### src/rtl/tphc_pkg.sv
package tphc_pkg;

	localparam int unsigned HEADER_BYTES     = 24;
	localparam int unsigned HDR_WORD_BYTES   = 2;
	localparam int unsigned MAX_PACKET_BYTES = 524288;

	// packet offset counter covers 0..MAX_PACKET_BYTES
	localparam int unsigned PO_W  = $clog2(MAX_PACKET_BYTES + 1);
	localparam int unsigned HDR_AW = $clog2(HEADER_BYTES);

	localparam logic [15:0] SYNC_RESET = 16'hEB25;

	localparam logic [1:0] PH_HUNT   = 2'd0;
	localparam logic [1:0] PH_EXPECT = 2'd1;
	localparam logic [1:0] PH_HEADER = 2'd2;
	localparam logic [1:0] PH_BODY   = 2'd3;

	localparam logic [2:0] ST_OK          = 3'd0;
	localparam logic [2:0] ST_HDR_EXCEEDS = 3'd1;
	localparam logic [2:0] ST_SYNC_BAD    = 3'd2;
	localparam logic [2:0] ST_HDR_SUM_BAD = 3'd3;
	localparam logic [2:0] ST_BODY_EXCEED = 3'd4;
	localparam logic [2:0] ST_DATA_SUM_BAD = 3'd5;

	localparam logic [1:0] CK_NONE = 2'd0;
	localparam logic [1:0] CK_8    = 2'd1;
	localparam logic [1:0] CK_16   = 2'd2;
	localparam logic [1:0] CK_32   = 2'd3;

	typedef struct packed {
		logic [31:0] packet_start;
		logic [47:0] relative_time;
		logic        timestamp_source;
		logic [1:0]  time_format;
		logic [7:0]  data_kind;
		logic [31:0] body_length;
		logic [31:0] packet_length;
		logic [15:0] channel_number;
	} result_t;

endpackage

### src/rtl/telemetry_packet_header_checker_core.sv
// Channel  Group            Transaction
// -------  ---------------  ------------------------------------------------------
// in       s_tvalid/tready  tdata[7:0] data_byte, tlast end_of_buffer
// cfg      cfg_valid/ready  cfg_data[15:0] sync_word (always ready)
// out      m_tvalid/tready  tuser[2:0] status, tdata = decoded header + packet_start
//
// One byte per clock while s_tready is high; each byte is checked in the cycle it is accepted.
// A result lands in the output register on the edge that accepts the byte ending
// the packet or raising the error, so it shows in the cycle after that edge.
// s_tready drops only while the output register holds a result not yet taken.
// Reset returns to sync hunt with offsets zeroed; the header store needs no clear.
module telemetry_packet_header_checker_core (
	input  logic         clk,
	input  logic         arst_n,
	input  logic         s_tvalid,
	output logic         s_tready,
	input  logic [7:0]   s_tdata,   // [7:0] data_byte
	input  logic         s_tlast,   // end_of_buffer
	input  logic         cfg_valid,
	output logic         cfg_ready,
	input  logic [15:0]  cfg_data,  // [15:0] sync_word
	output logic         m_tvalid,
	input  logic         m_tready,
	// [15:0] channel_number, [47:16] packet_length, [79:48] body_length,
	// [87:80] data_kind, [89:88] time_format, [90] timestamp_source,
	// [138:91] relative_time, [170:139] packet_start, [175:171] zero
	output logic [175:0] m_tdata,
	output logic [2:0]   m_tuser    // [2:0] status
);

	localparam int unsigned PW = tphc_pkg::PO_W;

	logic [1:0]    phase_q;
	logic [31:0]   so_q;
	logic [PW-1:0] po_q;
	logic [7:0]    hdr_q [tphc_pkg::HEADER_BYTES];
	logic [7:0]    prev_q;
	logic [15:0]   hsum_q;
	logic [31:0]   bsum_q;
	logic [31:0]   uasm_q;
	logic [31:0]   pend_q;
	logic [31:0]   start_q;
	logic [15:0]   sync_q;
	logic [PW-1:0] sum_end_q;
	logic [PW-1:0] tail_q;
	logic [PW-1:0] last_q;

	logic                 m_valid_q;
	logic [2:0]           m_status_q;
	tphc_pkg::result_t    m_res_q;

	logic          acc;
	logic [7:0]    b;
	logic          eob;
	logic [1:0]    phase_d;
	logic [PW-1:0] po_d;
	logic [15:0]   hsum_d;
	logic [31:0]   bsum_d;
	logic [31:0]   uasm_d;
	logic [31:0]   pend_d;
	logic [31:0]   start_d;
	logic          hdr_we;
	logic [tphc_pkg::HDR_AW-1:0] hdr_wa;
	logic          thr_ld;
	logic          emit;
	logic [2:0]    st;
	logic          dec;

	logic [31:0]   plen;
	logic [1:0]    ck_code;
	logic [2:0]    ub;
	logic [31:0]   ck_mask;
	logic [PW-1:0] plen_n;
	logic [PW-1:0] span;
	logic [15:0]   word_in;
	logic [1:0]    k;
	logic [31:0]   asm_next;
	logic [1:0]    tail_idx;
	tphc_pkg::result_t res_d;

	assign acc       = s_tvalid && s_tready;
	assign s_tready  = !m_valid_q || m_tready;
	assign cfg_ready = 1'b1;
	assign b         = s_tdata;
	assign eob       = s_tlast;
	assign word_in   = {b, prev_q};

	assign plen    = {hdr_q[7], hdr_q[6], hdr_q[5], hdr_q[4]};
	assign ck_code = hdr_q[14][1:0];
	assign plen_n  = plen[PW-1:0];

	always_comb begin
		case (ck_code)
			tphc_pkg::CK_8: begin
				ub      = 3'd1;
				ck_mask = 32'h0000_00FF;
			end
			tphc_pkg::CK_16: begin
				ub      = 3'd2;
				ck_mask = 32'h0000_FFFF;
			end
			tphc_pkg::CK_32: begin
				ub      = 3'd4;
				ck_mask = 32'hFFFF_FFFF;
			end
			default: begin
				ub      = 3'd0;
				ck_mask = 32'h0000_0000;
			end
		endcase
	end

	// summed region ends on a unit boundary before the trailing checksum unit
	assign span = (plen_n - PW'(tphc_pkg::HEADER_BYTES) - PW'(ub))
		& ~(PW'(ub) - PW'(1));

	assign k        = po_q[1:0] & (ub[1:0] - 2'd1);
	assign asm_next = uasm_q | (32'(b) << {k, 3'b000});
	assign tail_idx = 2'(po_q - tail_q);

	always_comb begin
		phase_d = phase_q;
		po_d    = po_q;
		hsum_d  = hsum_q;
		bsum_d  = bsum_q;
		uasm_d  = uasm_q;
		pend_d  = pend_q;
		start_d = start_q;
		hdr_we  = 1'b0;
		hdr_wa  = po_q[tphc_pkg::HDR_AW-1:0];
		thr_ld  = 1'b0;
		emit    = 1'b0;
		st      = tphc_pkg::ST_OK;
		dec     = 1'b0;
		case (phase_q)
			tphc_pkg::PH_HUNT: begin
				hdr_we = 1'b1;
				if (po_q == PW'(1) && word_in == sync_q) begin
					start_d = so_q - 32'd1;
					hsum_d  = word_in;
					hdr_wa  = tphc_pkg::HDR_AW'(1);
					po_d    = PW'(2);
					phase_d = tphc_pkg::PH_HEADER;
					if (eob) begin
						emit    = 1'b1;
						st      = tphc_pkg::ST_HDR_EXCEEDS;
						phase_d = tphc_pkg::PH_HUNT;
						po_d    = '0;
					end
				end else begin
					hdr_wa = '0;
					po_d   = eob ? PW'(0) : PW'(1);
				end
			end
			tphc_pkg::PH_EXPECT: begin
				hdr_we = 1'b1;
				if (po_q == '0) begin
					start_d = so_q;
					hdr_wa  = '0;
					po_d    = PW'(1);
					if (eob) begin
						emit    = 1'b1;
						st      = tphc_pkg::ST_HDR_EXCEEDS;
						phase_d = tphc_pkg::PH_HUNT;
						po_d    = '0;
					end
				end else begin
					hsum_d = word_in;
					hdr_wa = tphc_pkg::HDR_AW'(1);
					if (eob || word_in != sync_q) begin
						emit    = 1'b1;
						st      = eob ? tphc_pkg::ST_HDR_EXCEEDS : tphc_pkg::ST_SYNC_BAD;
						phase_d = tphc_pkg::PH_HUNT;
						po_d    = '0;
					end else begin
						po_d    = PW'(2);
						phase_d = tphc_pkg::PH_HEADER;
					end
				end
			end
			tphc_pkg::PH_HEADER: begin
				hdr_we = 1'b1;
				if (po_q[0] && po_q < PW'(tphc_pkg::HEADER_BYTES - tphc_pkg::HDR_WORD_BYTES))
					hsum_d = hsum_q + word_in;
				if (po_q < PW'(tphc_pkg::HEADER_BYTES - 1)) begin
					if (eob) begin
						emit    = 1'b1;
						st      = tphc_pkg::ST_HDR_EXCEEDS;
						phase_d = tphc_pkg::PH_HUNT;
						po_d    = '0;
					end else begin
						po_d = po_q + PW'(1);
					end
				end else begin
					dec     = 1'b1;
					phase_d = tphc_pkg::PH_HUNT;
					po_d    = '0;
					if ({b, hdr_q[22]} != hsum_q) begin
						emit = 1'b1;
						st   = tphc_pkg::ST_HDR_SUM_BAD;
					end else if (plen > 32'(tphc_pkg::MAX_PACKET_BYTES)) begin
						emit = 1'b1;
						st   = tphc_pkg::ST_BODY_EXCEED;
					end else if (plen < 32'(tphc_pkg::HEADER_BYTES) + 32'(ub)) begin
						emit = 1'b1;
						st   = tphc_pkg::ST_DATA_SUM_BAD;
					end else if (plen == 32'(tphc_pkg::HEADER_BYTES)) begin
						emit    = 1'b1;
						phase_d = tphc_pkg::PH_EXPECT;
					end else if (eob) begin
						emit = 1'b1;
						st   = tphc_pkg::ST_BODY_EXCEED;
					end else begin
						phase_d = tphc_pkg::PH_BODY;
						po_d    = PW'(tphc_pkg::HEADER_BYTES);
						bsum_d  = '0;
						uasm_d  = '0;
						pend_d  = '0;
						thr_ld  = 1'b1;
					end
				end
			end
			default: begin
				if (ub != 3'd0) begin
					if (po_q < sum_end_q) begin
						uasm_d = asm_next;
						if (k == ub[1:0] - 2'd1) begin
							bsum_d = (bsum_q + asm_next) & ck_mask;
							uasm_d = '0;
						end
					end
					if (po_q >= tail_q)
						pend_d = pend_q | (32'(b) << {tail_idx, 3'b000});
				end
				dec = 1'b1;
				if (po_q >= last_q) begin
					// summing never touches the last byte, so bsum_q is final here
					emit    = 1'b1;
					st      = (ub != 3'd0 && pend_d != bsum_q) ? tphc_pkg::ST_DATA_SUM_BAD
						: tphc_pkg::ST_OK;
					phase_d = tphc_pkg::PH_EXPECT;
					po_d    = '0;
				end else if (eob) begin
					emit    = 1'b1;
					st      = tphc_pkg::ST_BODY_EXCEED;
					phase_d = tphc_pkg::PH_HUNT;
					po_d    = '0;
				end else begin
					po_d = po_q + PW'(1);
				end
			end
		endcase
	end

	always_comb begin
		res_d = '0;
		if (dec) begin
			res_d.channel_number   = {hdr_q[3], hdr_q[2]};
			res_d.packet_length    = plen;
			res_d.body_length      = {hdr_q[11], hdr_q[10], hdr_q[9], hdr_q[8]};
			res_d.data_kind        = hdr_q[15];
			res_d.time_format      = hdr_q[14][3:2];
			res_d.timestamp_source = hdr_q[14][6];
			res_d.relative_time    = {hdr_q[21], hdr_q[20], hdr_q[19], hdr_q[18],
				hdr_q[17], hdr_q[16]};
		end
		res_d.packet_start = start_d;
	end

	always_ff @(posedge clk or negedge arst_n) begin
		if (!arst_n) begin
			phase_q <= tphc_pkg::PH_HUNT;
			so_q    <= '0;
			po_q    <= '0;
			hsum_q  <= '0;
			bsum_q  <= '0;
			uasm_q  <= '0;
			pend_q  <= '0;
			start_q <= '0;
		end else if (acc) begin
			phase_q <= phase_d;
			so_q    <= so_q + 32'd1;
			po_q    <= po_d;
			hsum_q  <= hsum_d;
			bsum_q  <= bsum_d;
			uasm_q  <= uasm_d;
			pend_q  <= pend_d;
			start_q <= start_d;
		end
	end

	always_ff @(posedge clk or negedge arst_n) begin
		if (!arst_n)
			sync_q <= tphc_pkg::SYNC_RESET;
		else if (cfg_valid && cfg_ready)
			sync_q <= cfg_data;
	end

	always_ff @(posedge clk) begin
		if (acc) begin
			prev_q <= b;
			if (hdr_we)
				hdr_q[hdr_wa] <= b;
		end
		if (acc && thr_ld) begin
			sum_end_q <= PW'(tphc_pkg::HEADER_BYTES) + span;
			tail_q    <= plen_n - PW'(ub);
			last_q    <= plen_n - PW'(1);
		end
	end

	always_ff @(posedge clk or negedge arst_n) begin
		if (!arst_n)
			m_valid_q <= 1'b0;
		else if (acc && emit)
			m_valid_q <= 1'b1;
		else if (m_tready)
			m_valid_q <= 1'b0;
	end

	always_ff @(posedge clk) begin
		if (acc && emit) begin
			m_status_q <= st;
			m_res_q    <= res_d;
		end
	end

	assign m_tvalid = m_valid_q;
	assign m_tuser  = m_status_q;
	assign m_tdata  = {5'b00000, m_res_q};

	a_hunt_po: assert property (@(posedge clk) disable iff (!arst_n)
		phase_q == tphc_pkg::PH_HUNT |-> po_q <= PW'(1))
		else $error("hunt offset out of range");

	a_header_po: assert property (@(posedge clk) disable iff (!arst_n)
		phase_q == tphc_pkg::PH_HEADER |->
			(po_q >= PW'(2) && po_q < PW'(tphc_pkg::HEADER_BYTES)))
		else $error("header offset out of range");

	a_body_po: assert property (@(posedge clk) disable iff (!arst_n)
		phase_q == tphc_pkg::PH_BODY |->
			(po_q >= PW'(tphc_pkg::HEADER_BYTES) && po_q <= last_q))
		else $error("body offset out of range");

	a_ok_expect: assert property (@(posedge clk) disable iff (!arst_n)
		acc && emit && st == tphc_pkg::ST_OK |=> phase_q == tphc_pkg::PH_EXPECT)
		else $error("good packet did not lead to sync expect");

	a_no_decode: assert property (@(posedge clk) disable iff (!arst_n)
		m_valid_q && (m_status_q == tphc_pkg::ST_HDR_EXCEEDS
			|| m_status_q == tphc_pkg::ST_SYNC_BAD)
		|-> (m_res_q.packet_length == '0 && m_res_q.relative_time == '0))
		else $error("header fields reported without a full header");

endmodule
### config.mk
export PLATFORM = sky130hd
export DESIGN_NAME = telemetry_packet_header_checker_core
export DESIGN_NICKNAME = d
export VERILOG_FILES = /design/src/rtl/tphc_pkg.sv /design/src/rtl/telemetry_packet_header_checker_core.sv
export SDC_FILE = /design/constraint.sdc
export NUM_CORES = 1
export LEC_CHECK = 0
export BUFFER_PORTS_ARGS = -buffer_cell sky130_fd_sc_hd__buf_2
export CORE_MARGIN = 1
export CORE_UTILIZATION = 35
export DETAILED_ROUTE_END_ITERATION = 10
export SYNTH_ARGS = -nofsm -noshare
export SYNTH_HDL_FRONTEND = slang
export SYNTH_SLANG_ARGS = --single-unit
### constraint.sdc
create_clock -name clk -period 22.5 [get_ports clk]
set_input_delay 1.125 -clock clk [delete_from_list [all_inputs] [get_ports clk]]
set_output_delay 1.125 -clock clk [all_outputs]
set_load 0.005 [all_outputs]
-- Word-level counts from Yosys, hierarchy flattened
Memory sizes are Yosys's and may differ from the RTL's. A register that Yosys moved wholly into a read port is not among the register bits.
Index checks and enable logic that the tools add are counted.
- word-level logic and storage cells: 205
- latch bits: 0
- memory bits (read-only): 0
- memories kept: 1
- RAM bits: 192
- bits of input ports: 30
- register bits after elaboration: 353
- output and inout port bits: 182
- memories (memory ; words ; bits a word ; rd ports ; clocked after memory_dff ; write ports ; RTL line ; text):
    hdr_q ; 24 ; 8 ; 19 ; 13 ; 1 ; telemetry_packet_header_checker_core.sv:36 ; logic [7:0] hdr_q [tphc_pkg::HEADER_BYTES];
- shifts and indexed selects: 2
- equal/unequal tests: 21
- bitwise gates (word level): 7
- $lt $le $gt $ge: 7
- divide/modulo/power cells: 0
- add/sub/neg operators: 14
- multiplexer cells: 97
- $mul: 0
- reductions and logical operators: 37
- operators with widths (cell ; count):
    $mux W32 ; 17
    $pmux W32 S2 ; 4
    $mux W20 ; 5
    $pmux W32 S3 ; 1
    $or A32 B32 Y32 ; 2
    $shl A8 B5 Y32 ; 2
    $pmux W20 S3 ; 1
    $mux W16 ; 3
    $pmux W16 S3 ; 1
    $ge A20 B20 Y1 ; 2
    $lt A20 B5 Y1 const B ; 2
    $sub A20 B3 Y20 ; 2
    $mux W2 ; 17
    $add A32 B1 Y32 const B ; 1
    $add A32 B32 Y32 ; 1
    $and A32 B32 Y32 ; 1
    $eq A32 B5 Y1 const B ; 1
    $gt A32 B20 Y1 const B ; 1
    $lt A32 B6 Y1 ; 1
    $ne A16 B16 Y1 ; 2
    $ne A32 B32 Y1 ; 1
    $sub A32 B1 Y32 const B ; 1
    $mux W1 ; 29
    $mux W5 ; 5
    other kinds (40) ; 82

-- Longest topological paths before layout
An unclocked memory read counts as a cell.
- depth in word-level cells: 13
- gate-level depth with buffers: 18

-- Worst setup path before layout
OpenSTA, ideal clock, no wires.
- kind: input to register
- start point: input port s_tdata[2]
- end point: register, netlist name m_tdata[0]
- buffers on the path: 1
- library setup time: 986 ps
- arrival time: 15508 ps
- path slack: 6005 ps
- stages on the path: 8
- cells stage by stage: clkbuf_1 xnor2_1 nand4_1 nor4_1 nand4_1 o21ai_0 a22oi_1 a221oi_1
- longest elaborated chain between the ends: 6
- ends and longest elaborated chain (item ; RTL line ; text):
    start, declared ; telemetry_packet_header_checker_core.sv:17 ; input logic [7:0] s_tdata,
    $ne A16 B16 Y1 ; telemetry_packet_header_checker_core.sv:170 ; if (eob || word_in != sync_q) begin
    $logic_or A1 B1 Y1 ; telemetry_packet_header_checker_core.sv:170 ;
    $mux W1 ; telemetry_packet_header_checker_core.sv:170 ;
    $mux W1 ; telemetry_packet_header_checker_core.sv:157 ; if (po_q == '0) begin
    $pmux W1 S3 * ; telemetry_packet_header_checker_core.sv:135 ; case (phase_q)
    $logic_and A1 B1 Y1 * ; telemetry_packet_header_checker_core.sv:322 ; if (acc && emit) begin
Mark *: on every way between the ends. The rest lies on a longest branch, timed or not.
A chain may end at the register's enable or synchronous reset.

-- Worst setup path in the final report
- start point: input port s_tdata[0]
- end point: register m_res_q, in the netlist m_tdata[166] (enable)
- longest elaborated chain between the ends: 6
- ends and longest elaborated chain (item ; RTL line ; text):
    $ne A16 B16 Y1 ; telemetry_packet_header_checker_core.sv:170 ;
    $logic_or A1 B1 Y1 ; telemetry_packet_header_checker_core.sv:170 ;
    $mux W1 ; telemetry_packet_header_checker_core.sv:170 ;
    $mux W1 ; telemetry_packet_header_checker_core.sv:157 ;
    $pmux W1 S3 * ; telemetry_packet_header_checker_core.sv:135 ;
    $logic_and A1 B1 Y1 * ; telemetry_packet_header_checker_core.sv:322 ;
    end signal, assigned ; telemetry_packet_header_checker_core.sv:324 ; m_res_q <= res_d;
    end, declared ; telemetry_packet_header_checker_core.sv:50 ; tphc_pkg::result_t m_res_q;
Marks and branches as above.

==> impl_metrics.csv <==
group,metric,value,unit
status,outcome,"finished, final reports clean",
worst_setup_path,end_kind,"register",
detailed_routing,antenna_left,0,
yosys,yosysTopAreaCellShare,38.4,%
sta,worst_pin_slew,1.19,ns
yosys,synth_cells,2780,
worst_setup_path,cp-start-kind,"primary input",
worst_hold_path,min_path_type,"register to register",
sta,timing.final.hold_violations,0,
floorplan,io_pins,212,
clock_network,cts-htree-levels,2,
pwr,p_per_area,91.7,mW/mm²
worst_setup_path,reg2reg_depth,12,
yosys,async_flop_share,35.5,%
sta,drv_slew,0,
clock_network,cts_resized,0,
worst_setup_path,arrival,5.49,ns
clock_network,cts_made_buffers,61,
worst_setup_path,timing.rr.start,"po_q[0]$_DFFE_PN0P_",
grt,grt_max_degree,163,
yosys,ys.flop_type,"edfxtp_1",
clock_network,postCtsSetupRepairBufs,0,
detailed_routing,routed_wl,87400,µm
worst_setup_path,cp_max_fo,162,
worst_setup_path,required,22.75,ns
clock_network,clockBufferDepth,3,
grt,grt_pass1_wl,132000,µm
yosys,synth_area,0.0305,mm²
yosys,ys_seq_elements,606,
yosys,synth-edff-count,391,
grt,antenna_found_initial,7,
placement,port_buffers,205,
worst_setup_path,cp_common_cell,"nand4_1",
detailed_routing,routed_via_density,5.29,
floorplan,core,0.0858,mm²
sta,setup_viol,0,
worst_setup_path,crit_start,"s_tdata[0]",
sta,whs,0.475,ns
layout,area_delta_synth_final,14.1,%
layout,layout.nets,3115,
floorplan,dieArea,0.0885,mm²
sta,rsz0062_at_grt,"false",
clock_network,insertion_delay,0.64,ns
worst_setup_path,crit_end,"m_tdata[166]$_DFFE_PP_",
floorplan,initial_core_util,35.6,%
detailed_routing,wl_per_cell,21.1,µm
layout,drive_above_1_share,13.6,%
worst_setup_path,crit_family,"buffers and inverters",
grt,grt_pass1_vias,20900,
grt,track_usage,19.4,%
worst_setup_path,cp_cell_sequence,"buf_2 > buf_4 > xnor2_1 > nand4_1 > nor4_2 > nand4_1 > o21ai_0 > a22oi_1 > a221oi_4 > buf_12",
yosys,syn_avg_cell_area,11.0,µm²
pwr,peakVddDrop,0.0000730,V
yosys,synthTopCellsByArea,"edfxtp_1 (38%), dfrtp_1 (17%), ha_1 (5.3%)",
sta,finalCriticalPeriod,5.23,ns
sta,timing.final.crit_share,23.3,%
worst_setup_path,cp_num_cells,10,
floorplan,die_h,297,µm
worst_setup_path,cp_slowest_cell,"nor4_2",
sta,relSlewSlack,20.9,%
clock_network,cts-root-buf,"clkbuf_16",
sta,fin_setup_tns,0,ns
job,max_cap_violations,0,
placement,place.gp.congestion,0.900,
worst_setup_path,worstSetupPathType,"primary input to register",
floorplan,die_x,297,µm
yosys,ys_warn_count,0,
detailed_routing,first_pass_iters,6,
detailed_routing,via_count,21900,
placement,dp_hpwl,61200,µm
yosys,yosysSeqAreaShare,56.1,%
clock_network,cts.clk_slew.worst_paths,0.06,ns
worst_setup_path,cp_num_buf_inv,3,
sta,fmax,191,MHz
clock_network,clkSinkCount,606,
yosys,synth_top_area_cell,"edfxtp_1",
clock_network,cts_tree,"yes",
yosys,synth.distinct_cells,91,
grt,grt_remaining_overflow,0,
worst_setup_path,reg2reg_to,"m_tuser[0]$_DFFE_PP_",
pwr,cellLeakagePower,14.4,nW
clock_network,holdBufCountCts,0,
detailed_routing,first_iter_violations,1866,
worst_setup_path,reg2reg_slack,17.47,ns
floorplan,rows,107,
detailed_routing,drc,0,
sta,final.setup_skew,0.0228,ns
worst_setup_path,cpPeakStageDelay,0.92,ns
[routing by layer]
metal	GRT usage [%]	vias up	share of wire [%]
met5	0	-	0.026
met4	5.40	4	2.4
met3	3.16	132	6.8
met2	30.9	772	46
met1	27.3	10600	45
li1	-	10400	-
[per-stage QoR]
stage | power, mW | setup slack [ns] | cell area [µm²] | util (%) | std cells
floorplan | 1.92 | 6.01 | 30600 | - | 2784
global placement | 2.15 | 16.58 | 32800 | 38.2 | 4030
detailed placement | 2.16 | 16.59 | 32800 | 38.2 | 4030
CTS | 3.22 | 17.30 | 34800 | 40.6 | 4145
global route | 3.34 | 16.93 | 34800 | 40.6 | 4145
finish | 3.19 | 17.27 | 34900 | 40.6 | 4147
[worst min-delay path by stage]
stage	start	end	slack (ns)	cells past startpoint
6_report	start_q[12]$_DFFE_PN0P_	start_q[12]$_DFFE_PN0P_	0.47	2
5_1_grt	start_q[2]$_DFFE_PN0P_	start_q[2]$_DFFE_PN0P_	0.51	2
4_1_cts	start_q[12]$_DFFE_PN0P_	start_q[12]$_DFFE_PN0P_	0.48	2
3_5_place_dp	start_q[12]$_DFFE_PN0P_	start_q[12]$_DFFE_PN0P_	0.46	2
3_3_place_gp	start_q[4]$_DFFE_PN0P_	start_q[4]$_DFFE_PN0P_	0.46	2
2_1_floorplan	start_q[12]$_DFFE_PN0P_	start_q[12]$_DFFE_PN0P_	0.45	2
[state kept, by name (all words and copies together), names as in the netlist]
name	cells
bsum_q	32
hdr_q	149
hsum_q	16
last_q	20
m_tdata	171
m_tuser	3
m_tvalid	1
pend_q	32
phase_q	2
po_q	20
prev_q	8
so_q	32
start_q	32
sum_end_q	20
sync_q	16
tail_q	20
uasm_q	32
[tightest hold or removal path, stage by stage (launching register included)]
cell and delay, ns:
dfrtp_1 0.34, nand2_1 0.05, nand2_1 0.06
[logic make-up (layout without fill, tap and decap cells)]
| group | count (synthesis) | in the layout | synth area share, % |
|---|---|---|---|
| simple gates | 970 | 970 | 16.2 |
| compound gates | 607 | 607 | 12.8 |
| flops | 606 | 606 | 56.1 |
| buf+inv | 278 | 495 | 3.64 |
| xor+xnor | 140 | 140 | 4.01 |
| fa+ha+maj | 136 | 136 | 5.72 |
| mux | 41 | 41 | 1.48 |
| other cells | 2 | 8 | 0.0246 |
[area by class of cell]
type	instances	area, µm²
Fill cell	8176	51000
Sequential cell	606	17100
Multi-Input combinational cell	1900	12400
Clock buffer	76	1620
Tap cell	1144	1430
Timing Repair Buffer	241	1320
Inverter	139	522
Clock inverter	39	460
Antenna cell	2	5.00
[cells in the final DEF (no fill, tap or decap), drive strengths merged, types with 8 or more instances in the layout]
master,count
a211oi,13
o211ai,13
nor3b,12
or4,10
a22o,14
nand2,222
clkinv,26
dfrtp,206
xor2,36
a22oi,12
and3,31
a21o,81
or3,22
xnor2,104
or2,8
buf,241
nor2b,36
mux2,34
a2111oi,8
nand3,47
and2,139
nor4,34
ha,130
nor3,70
a21oi,141
a31oi,40
nand4,36
edfxtp,391
o31ai,14
nand2b,48
o22ai,17
bufinv,9
nor2,227
o21ai,156
clkbuf,76
dfstp,9
o21a,17
o41ai,8
inv,137
[synthesized netlist by cell type, types with 7 or more instances]
| library cell | instances |
|---|---|
| nor3_1 | 68 |
| a21boi_0 | 7 |
| edfxtp_1 | 391 |
| or3_1 | 22 |
| nand2b_1 | 48 |
| o211ai_1 | 13 |
| or4_1 | 8 |
| dfstp_2 | 9 |
| nand4_1 | 36 |
| a211oi_1 | 13 |
| nor2_1 | 227 |
| clkbuf_1 | 107 |
| and2_1 | 138 |
| a21o_1 | 81 |
| nor4_1 | 31 |
| nand3b_1 | 7 |
| nand3_1 | 47 |
| and3_1 | 31 |
| or2_2 | 7 |
| buf_1 | 7 |
| o22ai_1 | 17 |
| nand2_1 | 221 |
| mux2i_1 | 7 |
| a21oi_1 | 141 |
| o41ai_1 | 8 |
| nor3b_1 | 12 |
| buf_2 | 15 |
| xnor2_1 | 104 |
| nor2b_1 | 36 |
| o21a_1 | 17 |
| a31oi_1 | 40 |
| xor2_1 | 36 |
| inv_1 | 136 |
| o31ai_1 | 13 |
| a2111oi_0 | 7 |
| a22o_1 | 14 |
| o21ai_0 | 149 |
| ha_1 | 130 |
| buf_4 | 7 |
| o2111ai_1 | 7 |
| mux2_2 | 34 |
| a22oi_1 | 12 |
| dfrtp_1 | 206 |
[power by group]
| group | switching, mW | internal, mW |
|---|---|---|
| combinational | 0.460 | 0.267 |
| clock | 0.443 | 0.616 |
| sequential | 0.0809 | 1.33 |
| total | 0.983 | 2.21 |
Note: power is estimated with default switching activity, not from simulation.
